## config.mk

```make
export PLATFORM = sky130hd
export DESIGN_NAME = rgb555_fade_to_color_unit_flat
export DESIGN_NICKNAME = d
export VERILOG_FILES = /design/src/hdl/rgbf_pkg.sv /design/src/hdl/rgbf_if.sv /design/src/hdl/rgbf_div.sv /design/src/hdl/rgbf_front.sv /design/src/hdl/rgbf_fifo.sv /design/src/hdl/rgbf_back.sv /design/src/hdl/rgb555_fade_to_color_unit.sv /design/src/flat_wrapper.sv
export SDC_FILE = /design/constraint.sdc
export NUM_CORES = 1
export LEC_CHECK = 0
export ABC_AREA = 1
export BUFFER_PORTS_ARGS = -buffer_cell sky130_fd_sc_hd__buf_2
export CAP_MARGIN = 20
export CORE_ASPECT_RATIO = 1.2
export CORE_UTILIZATION = 45
export CTS_BUF_LIST = sky130_fd_sc_hd__clkbuf_8
export DETAILED_ROUTE_END_ITERATION = 12
export PLACE_DENSITY = 0.6
export SYNTH_ARGS = -nofsm -noshare
export SYNTH_HDL_FRONTEND = slang
export SYNTH_SLANG_ARGS = --single-unit
export TNS_END_PERCENT = 10
```

## constraint.sdc

```tcl
create_clock -name clk -period 7.25 [get_ports clk]
set_clock_uncertainty 0.05 [all_clocks]
set_input_delay 1.0875 -clock clk [delete_from_list [all_inputs] [get_ports clk]]
set_output_delay 1.0875 -clock clk [all_outputs]
set_load 0.005 [all_outputs]
```

## src/hdl/rgbf_pkg.sv

```systemverilog
package rgbf_pkg;

  localparam int PIX_W     = 16;
  localparam int CH_W      = 8;
  localparam int FIELD_W   = 5;
  localparam int STEP_W    = 8;
  localparam int FRAC_BITS = 12;
  localparam int FACT_W    = FRAC_BITS + 1;
  localparam int CFG_IDX_W = 8;
  localparam int PROD_W    = CH_W + FACT_W;

  localparam logic [FACT_W-1:0] FULL_SCALE = FACT_W'(1) << FRAC_BITS;

  localparam int FIFO_DEPTH_DEF = 4;

  typedef enum logic [CFG_IDX_W-1:0] {
    REG_STEP_COUNT   = 8'd0,
    REG_TARGET_RED   = 8'd1,
    REG_TARGET_GREEN = 8'd2,
    REG_TARGET_BLUE  = 8'd3
  } cfg_reg_t;

  typedef enum logic [1:0] {
    CLS_CLEAR,
    CLS_FILL,
    CLS_BLEND
  } pix_cls_t;

  typedef struct packed {
    logic [PIX_W-1:0]  pixel;
    logic              frame_end;
    pix_cls_t          cls;
    logic [FACT_W-1:0] factor;
  } q_entry_t;

  typedef struct packed {
    logic              start;
    logic [STEP_W:0]   num;
    logic [STEP_W-1:0] den;
  } div_req_t;

  typedef struct packed {
    logic              busy;
    logic [FACT_W-1:0] factor;
  } div_rsp_t;

endpackage

```

## src/hdl/rgbf_if.sv

```systemverilog
interface rgbf_in_if;
  logic                       valid;
  logic                       ready;
  logic [rgbf_pkg::PIX_W-1:0] pixel_in;
  logic                       frame_end;

  modport source(output valid, output pixel_in, output frame_end, input ready);
  modport sink(input valid, input pixel_in, input frame_end, output ready);
endinterface

interface rgbf_out_if;
  logic                       valid;
  logic                       ready;
  logic [rgbf_pkg::PIX_W-1:0] pixel_out;
  logic                       last_of_frame;

  modport source(output valid, output pixel_out, output last_of_frame, input ready);
  modport sink(input valid, input pixel_out, input last_of_frame, output ready);
endinterface

```

## src/hdl/rgbf_div.sv

```systemverilog
// Restoring divider for the blend factor: ((n << 12) / s), one quotient bit a cycle.
module rgbf_div import rgbf_pkg::*; (
  input  logic     clk,
  input  logic     rst_n,
  input  div_req_t req,
  output div_rsp_t rsp
);

  localparam int CNT_W = $clog2(FRAC_BITS + 1);

  logic [STEP_W-1:0] rem_r, rem_nxt;
  logic [STEP_W-1:0] den_r, den_nxt;
  logic [FACT_W-1:0] q_r, q_nxt;
  logic [CNT_W-1:0]  cnt_r, cnt_nxt;
  logic              busy_r, busy_nxt;
  logic [STEP_W:0]   shifted;
  logic              ge;

  always_comb begin
    rem_nxt  = rem_r;
    den_nxt  = den_r;
    q_nxt    = q_r;
    cnt_nxt  = cnt_r;
    busy_nxt = busy_r;
    shifted  = {rem_r, 1'b0};
    ge       = shifted >= {1'b0, den_r};
    if (req.start) begin
      den_nxt = req.den;
      if (req.num >= {1'b0, req.den}) begin
        // last step of the fade: factor saturates at full scale
        q_nxt    = FULL_SCALE;
        busy_nxt = 1'b0;
      end else begin
        rem_nxt  = req.num[STEP_W-1:0];
        q_nxt    = '0;
        cnt_nxt  = CNT_W'(FRAC_BITS);
        busy_nxt = 1'b1;
      end
    end else if (busy_r) begin
      rem_nxt = ge ? STEP_W'(shifted - {1'b0, den_r}) : shifted[STEP_W-1:0];
      q_nxt   = {q_r[FACT_W-2:0], ge};
      cnt_nxt = cnt_r - CNT_W'(1);
      if (cnt_r == CNT_W'(1)) begin
        busy_nxt = 1'b0;
      end
    end
  end

  always_ff @(posedge clk) begin
    if (!rst_n) begin
      q_r    <= FULL_SCALE;
      cnt_r  <= '0;
      busy_r <= 1'b0;
    end else begin
      q_r    <= q_nxt;
      cnt_r  <= cnt_nxt;
      busy_r <= busy_nxt;
    end
  end

  always_ff @(posedge clk) begin
    rem_r <= rem_nxt;
    den_r <= den_nxt;
  end

  assign rsp.busy   = busy_r;
  assign rsp.factor = q_r;

endmodule

```

## src/hdl/rgbf_front.sv

```systemverilog
module rgbf_front import rgbf_pkg::*; (
  input  logic              clk,
  input  logic              rst_n,
  rgbf_in_if.sink           in_bus,
  input  logic [STEP_W-1:0] step_eff,
  input  logic              recalc,
  input  logic              fifo_full,
  input  div_rsp_t          div_rsp,
  output div_req_t          div_req,
  output logic              push,
  output q_entry_t          entry
);

  logic [STEP_W-1:0] step_r, step_nxt;
  logic              calc_req_r, calc_req_nxt;
  logic [STEP_W:0]   step_plus1;
  logic              is_final;
  logic              accept;

  assign step_plus1   = {1'b0, step_r} + (STEP_W+1)'(1);
  assign is_final     = step_plus1 >= {1'b0, step_eff};
  assign in_bus.ready = !calc_req_r && !div_rsp.busy && !fifo_full;
  assign accept       = in_bus.valid && in_bus.ready;
  assign push         = accept;

  assign div_req.start = calc_req_r && !div_rsp.busy;
  assign div_req.num   = step_plus1;
  assign div_req.den   = step_eff;

  always_comb begin
    step_nxt = step_r;
    if (accept && in_bus.frame_end) begin
      step_nxt = is_final ? '0 : step_plus1[STEP_W-1:0];
    end
    calc_req_nxt = (calc_req_r && !div_req.start) || (accept && in_bus.frame_end) || recalc;
  end

  always_comb begin
    entry.pixel     = in_bus.pixel_in;
    entry.frame_end = in_bus.frame_end;
    entry.factor    = div_rsp.factor;
    priority if (in_bus.pixel_in == '0) begin
      entry.cls = CLS_CLEAR;
    end else if (is_final) begin
      entry.cls = CLS_FILL;
    end else begin
      entry.cls = CLS_BLEND;
    end
  end

  always_ff @(posedge clk) begin
    if (!rst_n) begin
      step_r     <= '0;
      calc_req_r <= 1'b0;
    end else begin
      step_r     <= step_nxt;
      calc_req_r <= calc_req_nxt;
    end
  end

endmodule

```

## src/hdl/rgbf_fifo.sv

```systemverilog
// Word queue with a registered head; holds DEPTH words in memory plus one in the head.
module rgbf_fifo import rgbf_pkg::*; #(
  parameter int DEPTH = FIFO_DEPTH_DEF
) (
  input  logic     clk,
  input  logic     rst_n,
  input  logic     push,
  input  q_entry_t wr_entry,
  output logic     full,
  input  logic     pop,
  output logic     head_valid,
  output q_entry_t head
);

  localparam int PTR_W = (DEPTH > 1) ? $clog2(DEPTH) : 1;
  localparam int CNT_W = $clog2(DEPTH + 1);

  q_entry_t         mem [DEPTH];
  logic [PTR_W-1:0] wr_ptr_r, wr_ptr_nxt;
  logic [PTR_W-1:0] rd_ptr_r, rd_ptr_nxt;
  logic [CNT_W-1:0] cnt_r, cnt_nxt;
  logic             head_v_r, head_v_nxt;
  logic             load;

  assign full       = cnt_r == CNT_W'(DEPTH);
  assign load       = (cnt_r != '0) && (!head_v_r || pop);
  assign head_valid = head_v_r;

  always_comb begin
    wr_ptr_nxt = wr_ptr_r;
    rd_ptr_nxt = rd_ptr_r;
    if (push) begin
      wr_ptr_nxt = (wr_ptr_r == PTR_W'(DEPTH - 1)) ? '0 : wr_ptr_r + PTR_W'(1);
    end
    if (load) begin
      rd_ptr_nxt = (rd_ptr_r == PTR_W'(DEPTH - 1)) ? '0 : rd_ptr_r + PTR_W'(1);
    end
    cnt_nxt    = cnt_r + CNT_W'(push) - CNT_W'(load);
    head_v_nxt = load ? 1'b1 : (pop ? 1'b0 : head_v_r);
  end

  always_ff @(posedge clk) begin
    if (!rst_n) begin
      wr_ptr_r <= '0;
      rd_ptr_r <= '0;
      cnt_r    <= '0;
      head_v_r <= 1'b0;
    end else begin
      wr_ptr_r <= wr_ptr_nxt;
      rd_ptr_r <= rd_ptr_nxt;
      cnt_r    <= cnt_nxt;
      head_v_r <= head_v_nxt;
    end
  end

  always_ff @(posedge clk) begin
    if (push) begin
      mem[wr_ptr_r] <= wr_entry;
    end
    if (load) begin
      head <= mem[rd_ptr_r];
    end
  end

endmodule

```

## src/hdl/rgbf_back.sv

```systemverilog
// Two stages: channel products, then sum and pack into the output register.
module rgbf_back import rgbf_pkg::*; (
  input  logic            clk,
  input  logic            rst_n,
  input  logic            head_valid,
  input  q_entry_t        head,
  output logic            pop,
  input  logic [CH_W-1:0] target_red,
  input  logic [CH_W-1:0] target_green,
  input  logic [CH_W-1:0] target_blue,
  rgbf_out_if.source      out_bus
);

  localparam int NCH = 3;

  logic [FACT_W-1:0] comp;
  logic [CH_W-1:0]   src_ch [NCH];
  logic [CH_W-1:0]   tgt_ch [NCH];
  logic [PROD_W-1:0] src_p_r [NCH];
  logic [PROD_W-1:0] tgt_p_r [NCH];
  logic [PIX_W-1:0]  s1_pixel_r;
  logic              s1_fe_r;
  pix_cls_t          s1_cls_r;
  logic              s1_v_r, s1_v_nxt;
  logic              s1_ready, s2_ready;
  logic [PROD_W-1:0] sum [NCH];
  logic [FIELD_W-1:0] blend_ch [NCH];
  logic [PIX_W-1:0]  res;
  logic [PIX_W-1:0]  out_pixel_r;
  logic              out_fe_r;
  logic              out_v_r, out_v_nxt;

  assign s2_ready = !out_v_r || out_bus.ready;
  assign s1_ready = !s1_v_r || s2_ready;
  assign pop      = head_valid && s1_ready;

  assign comp      = FULL_SCALE - head.factor;
  assign src_ch[0] = {head.pixel[4:0], 3'b000};
  assign src_ch[1] = {head.pixel[9:5], 3'b000};
  assign src_ch[2] = {head.pixel[14:10], 3'b000};
  assign tgt_ch[0] = target_red;
  assign tgt_ch[1] = target_green;
  assign tgt_ch[2] = target_blue;

  always_ff @(posedge clk) begin
    if (pop) begin
      for (int i = 0; i < NCH; i++) begin
        src_p_r[i] <= {{FACT_W{1'b0}}, src_ch[i]} * {{CH_W{1'b0}}, comp};
        tgt_p_r[i] <= {{FACT_W{1'b0}}, tgt_ch[i]} * {{CH_W{1'b0}}, head.factor};
      end
      s1_pixel_r <= head.pixel;
      s1_fe_r    <= head.frame_end;
      s1_cls_r   <= head.cls;
    end
  end

  always_comb begin
    for (int i = 0; i < NCH; i++) begin
      sum[i]      = src_p_r[i] + tgt_p_r[i];
      // the blend is at most 255 * 4096, so bits 19:15 carry the 5-bit field
      blend_ch[i] = sum[i][19:15];
    end
    unique case (s1_cls_r)
      CLS_CLEAR: res = '0;
      CLS_FILL:  res = {1'b1, target_blue[7:3], target_green[7:3], target_red[7:3]};
      CLS_BLEND: res = {s1_pixel_r[15], blend_ch[2], blend_ch[1], blend_ch[0]};
      default:   res = '0;
    endcase
  end

  always_ff @(posedge clk) begin
    if (s1_v_r && s2_ready) begin
      out_pixel_r <= res;
      out_fe_r    <= s1_fe_r;
    end
  end

  always_comb begin
    s1_v_nxt  = pop ? 1'b1 : (s2_ready ? 1'b0 : s1_v_r);
    out_v_nxt = s2_ready ? s1_v_r : out_v_r;
  end

  always_ff @(posedge clk) begin
    if (!rst_n) begin
      s1_v_r  <= 1'b0;
      out_v_r <= 1'b0;
    end else begin
      s1_v_r  <= s1_v_nxt;
      out_v_r <= out_v_nxt;
    end
  end

  assign out_bus.valid         = out_v_r;
  assign out_bus.pixel_out     = out_pixel_r;
  assign out_bus.last_of_frame = out_fe_r;

endmodule

```

## src/hdl/rgb555_fade_to_color_unit.sv

```systemverilog
// Fades a stream of RGB555 pixels toward a target color, one frame pass per fade step.
// Within a frame the unit takes one pixel per clock while the queue is not full. After
// each word that carries frame_end, and after a write of step_count, input stalls while
// the blend factor is computed by a restoring divider one quotient bit a cycle, or set
// to full scale when the step it is computed for is the last one (factor saturates).
// A taken pixel passes through the queue memory, the queue head, the channel-product
// register and the output register before it is presented at the output.
module rgb555_fade_to_color_unit import rgbf_pkg::*; #(
  parameter int FIFO_DEPTH = FIFO_DEPTH_DEF
) (
  input  logic                 clk,
  input  logic                 rst_n,
  rgbf_in_if.sink              in_bus,
  rgbf_out_if.source           out_bus,
  input  logic                 cfg_we,
  input  logic [CFG_IDX_W-1:0] cfg_idx,
  input  logic [CH_W-1:0]      cfg_wdata
);

  logic [STEP_W-1:0] step_count_r;
  logic [CH_W-1:0]   target_red_r;
  logic [CH_W-1:0]   target_green_r;
  logic [CH_W-1:0]   target_blue_r;
  logic [STEP_W-1:0] step_eff;
  logic              recalc;
  div_req_t          div_req;
  div_rsp_t          div_rsp;
  logic              push;
  logic              fifo_full;
  q_entry_t          wr_entry;
  logic              head_valid;
  q_entry_t          head;
  logic              pop;

  // a step count of zero behaves as one
  assign step_eff = (step_count_r == '0) ? STEP_W'(1) : step_count_r;
  assign recalc   = cfg_we && (cfg_idx == REG_STEP_COUNT);

  always_ff @(posedge clk) begin
    if (!rst_n) begin
      step_count_r   <= STEP_W'(1);
      target_red_r   <= '0;
      target_green_r <= '0;
      target_blue_r  <= '0;
    end else if (cfg_we) begin
      unique case (cfg_idx)
        REG_STEP_COUNT:   step_count_r   <= cfg_wdata;
        REG_TARGET_RED:   target_red_r   <= cfg_wdata;
        REG_TARGET_GREEN: target_green_r <= cfg_wdata;
        REG_TARGET_BLUE:  target_blue_r  <= cfg_wdata;
        default: ;
      endcase
    end
  end

  rgbf_div u_div (
    .clk   (clk),
    .rst_n (rst_n),
    .req   (div_req),
    .rsp   (div_rsp)
  );

  rgbf_front u_front (
    .clk       (clk),
    .rst_n     (rst_n),
    .in_bus    (in_bus),
    .step_eff  (step_eff),
    .recalc    (recalc),
    .fifo_full (fifo_full),
    .div_rsp   (div_rsp),
    .div_req   (div_req),
    .push      (push),
    .entry     (wr_entry)
  );

  rgbf_fifo #(.DEPTH(FIFO_DEPTH)) u_fifo (
    .clk        (clk),
    .rst_n      (rst_n),
    .push       (push),
    .wr_entry   (wr_entry),
    .full       (fifo_full),
    .pop        (pop),
    .head_valid (head_valid),
    .head       (head)
  );

  rgbf_back u_back (
    .clk          (clk),
    .rst_n        (rst_n),
    .head_valid   (head_valid),
    .head         (head),
    .pop          (pop),
    .target_red   (target_red_r),
    .target_green (target_green_r),
    .target_blue  (target_blue_r),
    .out_bus      (out_bus)
  );

`ifndef NO_ASSERTIONS
  a_no_accept_while_div: assert property (@(posedge clk) disable iff (!rst_n)
    !(in_bus.valid && in_bus.ready && div_rsp.busy))
    else $error("pixel taken while blend factor is being computed");

  a_stall_after_frame: assert property (@(posedge clk) disable iff (!rst_n)
    (in_bus.valid && in_bus.ready && in_bus.frame_end) |=> !in_bus.ready)
    else $error("input not stalled after end of frame");

  a_no_push_full: assert property (@(posedge clk) disable iff (!rst_n)
    !(push && fifo_full))
    else $error("queue written while full");

  a_pop_needs_head: assert property (@(posedge clk) disable iff (!rst_n)
    pop |-> head_valid)
    else $error("queue read while empty");
`endif

endmodule

```

## src/flat_wrapper.sv

```systemverilog
// flat-port wrapper written by rule: the top's interface ports become plain ports
module rgb555_fade_to_color_unit_flat import rgbf_pkg::*;
#(
  parameter int FIFO_DEPTH = FIFO_DEPTH_DEF
)
  (clk, rst_n, cfg_we, cfg_idx, cfg_wdata, in_bus_valid, in_bus_pixel_in, in_bus_frame_end, in_bus_ready, out_bus_valid, out_bus_pixel_out, out_bus_last_of_frame, out_bus_ready);
  rgbf_in_if in_bus_i ();
  rgbf_out_if out_bus_i ();
  input  logic clk;
  input  logic rst_n;
  input  logic cfg_we;
  input  logic [CFG_IDX_W-1:0] cfg_idx;
  input  logic [CH_W-1:0] cfg_wdata;
  input wire logic [$bits(in_bus_i.valid)-1:0] in_bus_valid;
  input wire logic [$bits(in_bus_i.pixel_in)-1:0] in_bus_pixel_in;
  input wire logic [$bits(in_bus_i.frame_end)-1:0] in_bus_frame_end;
  output wire logic [$bits(in_bus_i.ready)-1:0] in_bus_ready;
  output wire logic [$bits(out_bus_i.valid)-1:0] out_bus_valid;
  output wire logic [$bits(out_bus_i.pixel_out)-1:0] out_bus_pixel_out;
  output wire logic [$bits(out_bus_i.last_of_frame)-1:0] out_bus_last_of_frame;
  input wire logic [$bits(out_bus_i.ready)-1:0] out_bus_ready;
  assign in_bus_i.valid = in_bus_valid;
  assign in_bus_i.pixel_in = in_bus_pixel_in;
  assign in_bus_i.frame_end = in_bus_frame_end;
  assign in_bus_ready = in_bus_i.ready;
  assign out_bus_valid = out_bus_i.valid;
  assign out_bus_pixel_out = out_bus_i.pixel_out;
  assign out_bus_last_of_frame = out_bus_i.last_of_frame;
  assign out_bus_i.ready = out_bus_ready;
  rgb555_fade_to_color_unit #(.FIFO_DEPTH(FIFO_DEPTH)) u_core (.clk(clk), .rst_n(rst_n), .in_bus(in_bus_i), .out_bus(out_bus_i), .cfg_we(cfg_we), .cfg_idx(cfg_idx), .cfg_wdata(cfg_wdata));
endmodule
```

; Word level (Yosys, flattened, before mapping)
; Memories as Yosys holds them, arrays and structs flattened. A register that Yosys moved wholly into a read port is not among the register bits.
; Index checks and enable logic that the tools add are counted.
; Widths: inputs -> output; s select.
[classes]
addsub = 11
n_mul = 6
magnitude_cmp = 2
eq_ne = 10
mux = 29
n_reduce_logical = 34
[op_table]
columns = cell, n
row1 = $mul 8x13->21, 3
row2 = $add 20x20->20, 3
row3 = $mul 5x13->18, 3
row4 = $mux 8, 6
row5 = $mux 13, 3
row6 = $pmux 16 s2, 1
row7 = $ge 9x8->1, 2
row8 = $eq 8x2->1 const B, 2
row9 = $logic_not 16->1, 1
row10 = $logic_not 8->1, 2
row11 = $sub 13x13->13 const A, 1
row12 = $mux 1, 12
row13 = $mux 4, 3
row14 = $logic_and 1x1->1, 10
row15 = $reduce_and 2->1, 5
row16 = $add 8x1->9 const B, 1
row17 = $eq 8x1->1 const B, 1
row18 = $mux 2, 4
row19 = $sub 8x8->8, 1
row20 = $logic_not 1->1, 7
row21 = $eq 2x2->1 const B, 3
row22 = $reduce_bool 2->1, 3
row23 = $logic_or 1x1->1, 5
row24 = $add 2x1->2 const B, 2
row25 = other kinds (8), 8
[word_totals]
ff_bits = 121
ramBits = 245
input_bits = 38
out_inout_bits = 19
word_cells = 117
memories = 3
[memory_table]
columns = memory, depth, width, rd, rd_clocked_by_memory_dff, write_ports, line
row1 = u_core.u_fifo.mem, 4, 32, 1, 1, 1, rgbf_fifo.sv:18  ; q_entry_t mem [DEPTH];
row2 = u_core.u_back.tgt_p_r, 3, 21, 3, 0, 3, rgbf_back.sv:20  ; logic [PROD_W-1:0] tgt_p_r [NCH];
row3 = u_core.u_back.src_p_r, 3, 18, 3, 0, 3, rgbf_back.sv:19  ; logic [PROD_W-1:0] src_p_r [NCH];

; Longest topological paths before layout
[logic_depth]
ltp_word = 7
depth_mapped = 26
depth_no_buf = 23

; Cells and area by module
; From an unflattened synthesis, not the netlist that was laid out.
[unflattened]
cells_unflattened = 3911
hier_area_um2 = 32907.8
[by_module_without_submodules]
columns = module, n_inst, cells_each, area_each_um2, seq_area_each_um2
row1 = rgbf_back, 1, 2882, 22111.2, 3733.6
row2 = rgbf_fifo, 1, 407, 6180.9, 4964.8
row3 = rgbf_div, 1, 261, 2016.9, 840.8
row4 = rgb555_fade_to_color_unit, 1, 208, 1490.2, 640.6
row5 = rgbf_front, 1, 153, 1108.6, 180.2

; Worst setup path after synthesis
; No wires, ideal clock.
[synth_timing]
path_kind = reg2reg
startpoint = register, netlist name u_core.u_fifo.head[0]
endpoint = memory u_core.u_back.src_p_r[0][31] (netlist name) (data pin)
setup_ns = 0.260
arrival_ns = 4.694
t_required_ns = 6.940
setup_slack_ns = 2.246
stages_incl_launch_ff = 25
path_buffers = 3
synth_period_minus_slack_ns = 5.004
cell_sequence = edfxtp_1 clkbuf_1 buf_1 inv_1 ha_1 inv_1 nor3_1 nand2_1 nand2_1 clkbuf_1 nor2_1 fa_1 fa_1 inv_1 fa_1 inv_1 ha_1 a21o_1 a21oi_1 inv_1 nand2_1 nand2_1 nand3_1 nand2_1 xor2_1
[synth_lines]
columns = item, line
row1 = to (decl), rgbf_back.sv:19

==> flow_metrics.py <==
metrics = {
    "final_layout": {
        "area_delta_synth_final_pct": 8.10,
        "drive_above_1_share_pct": 5.80,
        "nFillCells": 6710,
        "nets": 4298,
    },
    "logic_synthesis": {
        "synth_top_family_by_area": "adder cells",
        "synth_simple_gate_area_share_pct": 16.1,
        "synth_compound_area_share_pct": 7.86,
        "synth_top_area_share_pct": 28.4,
        "ys_types": 45,
        "synthXorXnorAreaFrac_pct": 3.21,
        "synth_top_area_cell": "edfxtp_1",
        "synth_common_cells": "inv_1, nand2_1, edfxtp_1, fa_1, nor2_1",
        "synthCells": 3682,
        "ys_top_cells_by_area": "edfxtp_1, fa_1, ha_1",
        "syn-num-nets": 4273,
        "synth-seq-cells": 368,
        "muxShareOfSynthArea_pct": 0,
        "async_reset_ff_share_pct": 0,
        "synth.avg_cell_area_um2": 8.60,
        "yosysWarnings": 0,
        "synth_edf_count": 299,
        "synthAdderAreaFrac_pct": 28.8,
        "synth_top_flop_cell": "edfxtp_1",
        "post-synth-top-count-cell": "inv_1",
        "netlist_area_um2": 31700,
        "ys_seq_area_share_pct": 32.7,
    },
    "timing": {
        "timing.fmax_mhz": 186,
        "hold_violations": 0,
        "setup_violations": 0,
        "final-max-slew-violation-count": 0,
        "finalCriticalPeriod_ps": 5380,
        "slew_headroom_pct": 35.3,
        "fin_crit_sh_pct": 74.2,
        "setup-tns-final_ps": 0,
        "tightest_slew_ps": 971,
        "rsz0062_at_grt": "false",
    },
    "cts": {
        "post_cts_buffers": 0,
        "cts_tree": "done",
        "post_cts_resized": 0,
        "clk_pin_slew_ps": 70,
        "worstSkewPairLatency_ps": 710,
        "cts_sinks": 368,
        "clk_path_buf_depth": 3,
        "clockRootBuffer": "clkbuf_8",
        "htree_levels": 2,
        "ctsHoldBuffers": 0,
        "cts-buffers-inserted": 60,
    },
    "floorplan": {
        "core.rowCount": 106,
        "die_h_um": 293,
        "die_w_um": 244,
        "dieArea_um2": 71400,
        "io_pins": 57,
        "core_um2": 69600,
        "start_util_pct": 45.5,
    },
    "route": {
        "wl_um": 77700,
        "vias_per_cell": 5.00,
        "wl_per_cell_um": 16.6,
        "drcViolationCount": 0,
        "ant_nets": 0,
        "first_iter_violations": 1481,
        "firstDrtPassIters": 5,
        "num_vias": 23374,
    },
    "global_routing": {
        "grt_overflow": 0,
        "grt_max_degree": 69,
        "grt_usage_pct": 22.3,
        "antenna_found_initial": 1,
        "grt_pass1_vias": 23939,
        "grt_pass1_wl_um": 126000,
    },
    "placement": {
        "gp_congestion": 0.880,
        "io_buffers": 56,
        "hpwl_um": 58100,
    },
    "outcome": {
        "outcome": "finished, final reports clean",
    },
    "worst_setup_path": {
        "crit_required_ps": 7650,
        "cp_data_arrival_time_ps": 5780,
        "end_kind": "flip-flop",
        "crit_fanout": 37,
        "startpoint_type": "flip-flop",
        "critPathKind": "reg2reg",
    },
    "worst_hold_path": {
        "hold_class": "reg2reg",
    },
    "flow_run": {
        "maxCapViolations": 0,
    },
}
-- cell families after synthesis --
group	after synthesis
adders and majority gates	553
and+or+nand+nor	1243
AOI/OAI and AO/OA	464
DFF	368
xor gates and xnor gates	114
buffers and inverters	940
-- worst max-delay path, stage by stage, from the launching register on --
cell and delay, ps:
edfxtp_1 390, buf_4 310, nor3_4 250, nand2_2 90, nor2_4 120, inv_1 60
o21ai_0 140, and2_1 310, inv_1 290, nor2_1 200, fa_1 460, fa_1 550
inv_1 60, fa_1 540, inv_1 40, ha_1 340, a21oi_1 210, nor2_1 60
nor3_1 190, o21ai_1 140, nand3_1 120, nand2_1 70, nand2_1 60, nand2_1 40
-- routing by layer --
| metal | routed length (um) | vias up | share of wire (%) | track usage (%) |
|---|---|---|---|---|
| li1 | - | 11529 | - | - |
| met1 | 33400 | 11211 | 43 | 27.8 |
| met2 | 38900 | 504 | 50 | 40.2 |
| met3 | 3210 | 130 | 4.1 | 2.61 |
| met4 | 2160 | 0 | 2.8 | 6.75 |
| met5 | 0 | - | 0 | 0 |
-- state kept, by name, summed over array words and instances, names as in the netlist, 3 cells and up --
name,count
u_core.target_green_r,8
u_core.u_div.q_r,13
u_core.step_count_r,8
u_core.u_div.rem_r,8
u_core.u_front.step_r,8
u_core.u_fifo.mem,128
u_core.target_red_r,8
u_core.u_fifo.cnt_r,3
u_core.u_fifo.head,32
u_core.target_blue_r,8
u_core.u_div.den_r,8
u_core.u_back.tgt_p_r,51
u_core.u_back.src_p_r,51
u_core.u_div.cnt_r,4
u_core.u_back.out_bus.pixel_out,16
-- worst paths after layout --
path / startpoint / endpoint / slack (ps) / cells after the start
setup / recovery: u_core.u_fifo.head[0] / u_core.u_back.src_p_r[0][32] / 1870 / 23
hold / removal: u_core.u_fifo.head[15] / u_core.u_back.s1_fe_r / 380 / 0
setup reg to reg: u_core.u_fifo.head[0] / u_core.u_back.src_p_r[0][32] / 1870 / 23
hold reg to reg: u_core.u_fifo.head[15] / u_core.u_back.s1_fe_r / 380 / 0
-- final cells by class --
type | instances | area [um2] | area share [%]
sequential | 368 | 10400 | 30.3
multi-input combinational | 2374 | 17800 | 51.9
tap | 918 | 1150 | 3.36
timing repair buffer | 85 | 518 | 1.51
antenna | 1 | 2.50 | 0.00731
clock buffer | 74 | 1020 | 2.97
clock inverter | 40 | 355 | 1.04
inverter | 818 | 3070 | 8.98
-- cell usage in the layout (no fill, tap or decap), types with 14 or more instances in the layout --
cell	count
xnor2_1	27
nand3_1	109
a21oi_1	211
ha_1	260
buf_4	28
dfxtp_1	68
nand3b_1	30
nor3_1	21
nor2_1	270
a21o_1	15
inv_1	815
fa_1	293
o22ai_1	33
o21ai_0	171
edfxtp_1	299
xor2_1	86
clkinv_1	14
clkbuf_8	74
nand2_1	768
buf_2	56
-- metrics by stage --
step           utilization [%]  area, um2  worst slack (ps)  std cells  hold slack (ps)
2_1_floorplan                -      31700              2250       3682              350
3_3_place_gp              47.2      32800              1920       4562              353
3_5_place_dp              47.2      32800              1910       4562              375
4_1_cts                   49.1      34200              1870       4676              383
5_1_grt                   49.2      34200              1500       4678              390
6_report                  49.2      34200              1870       4678              381
Power is left out: the tool's default activity adds up to more than one toggle a clock period on the data nets, which glitch-free logic cannot reach.
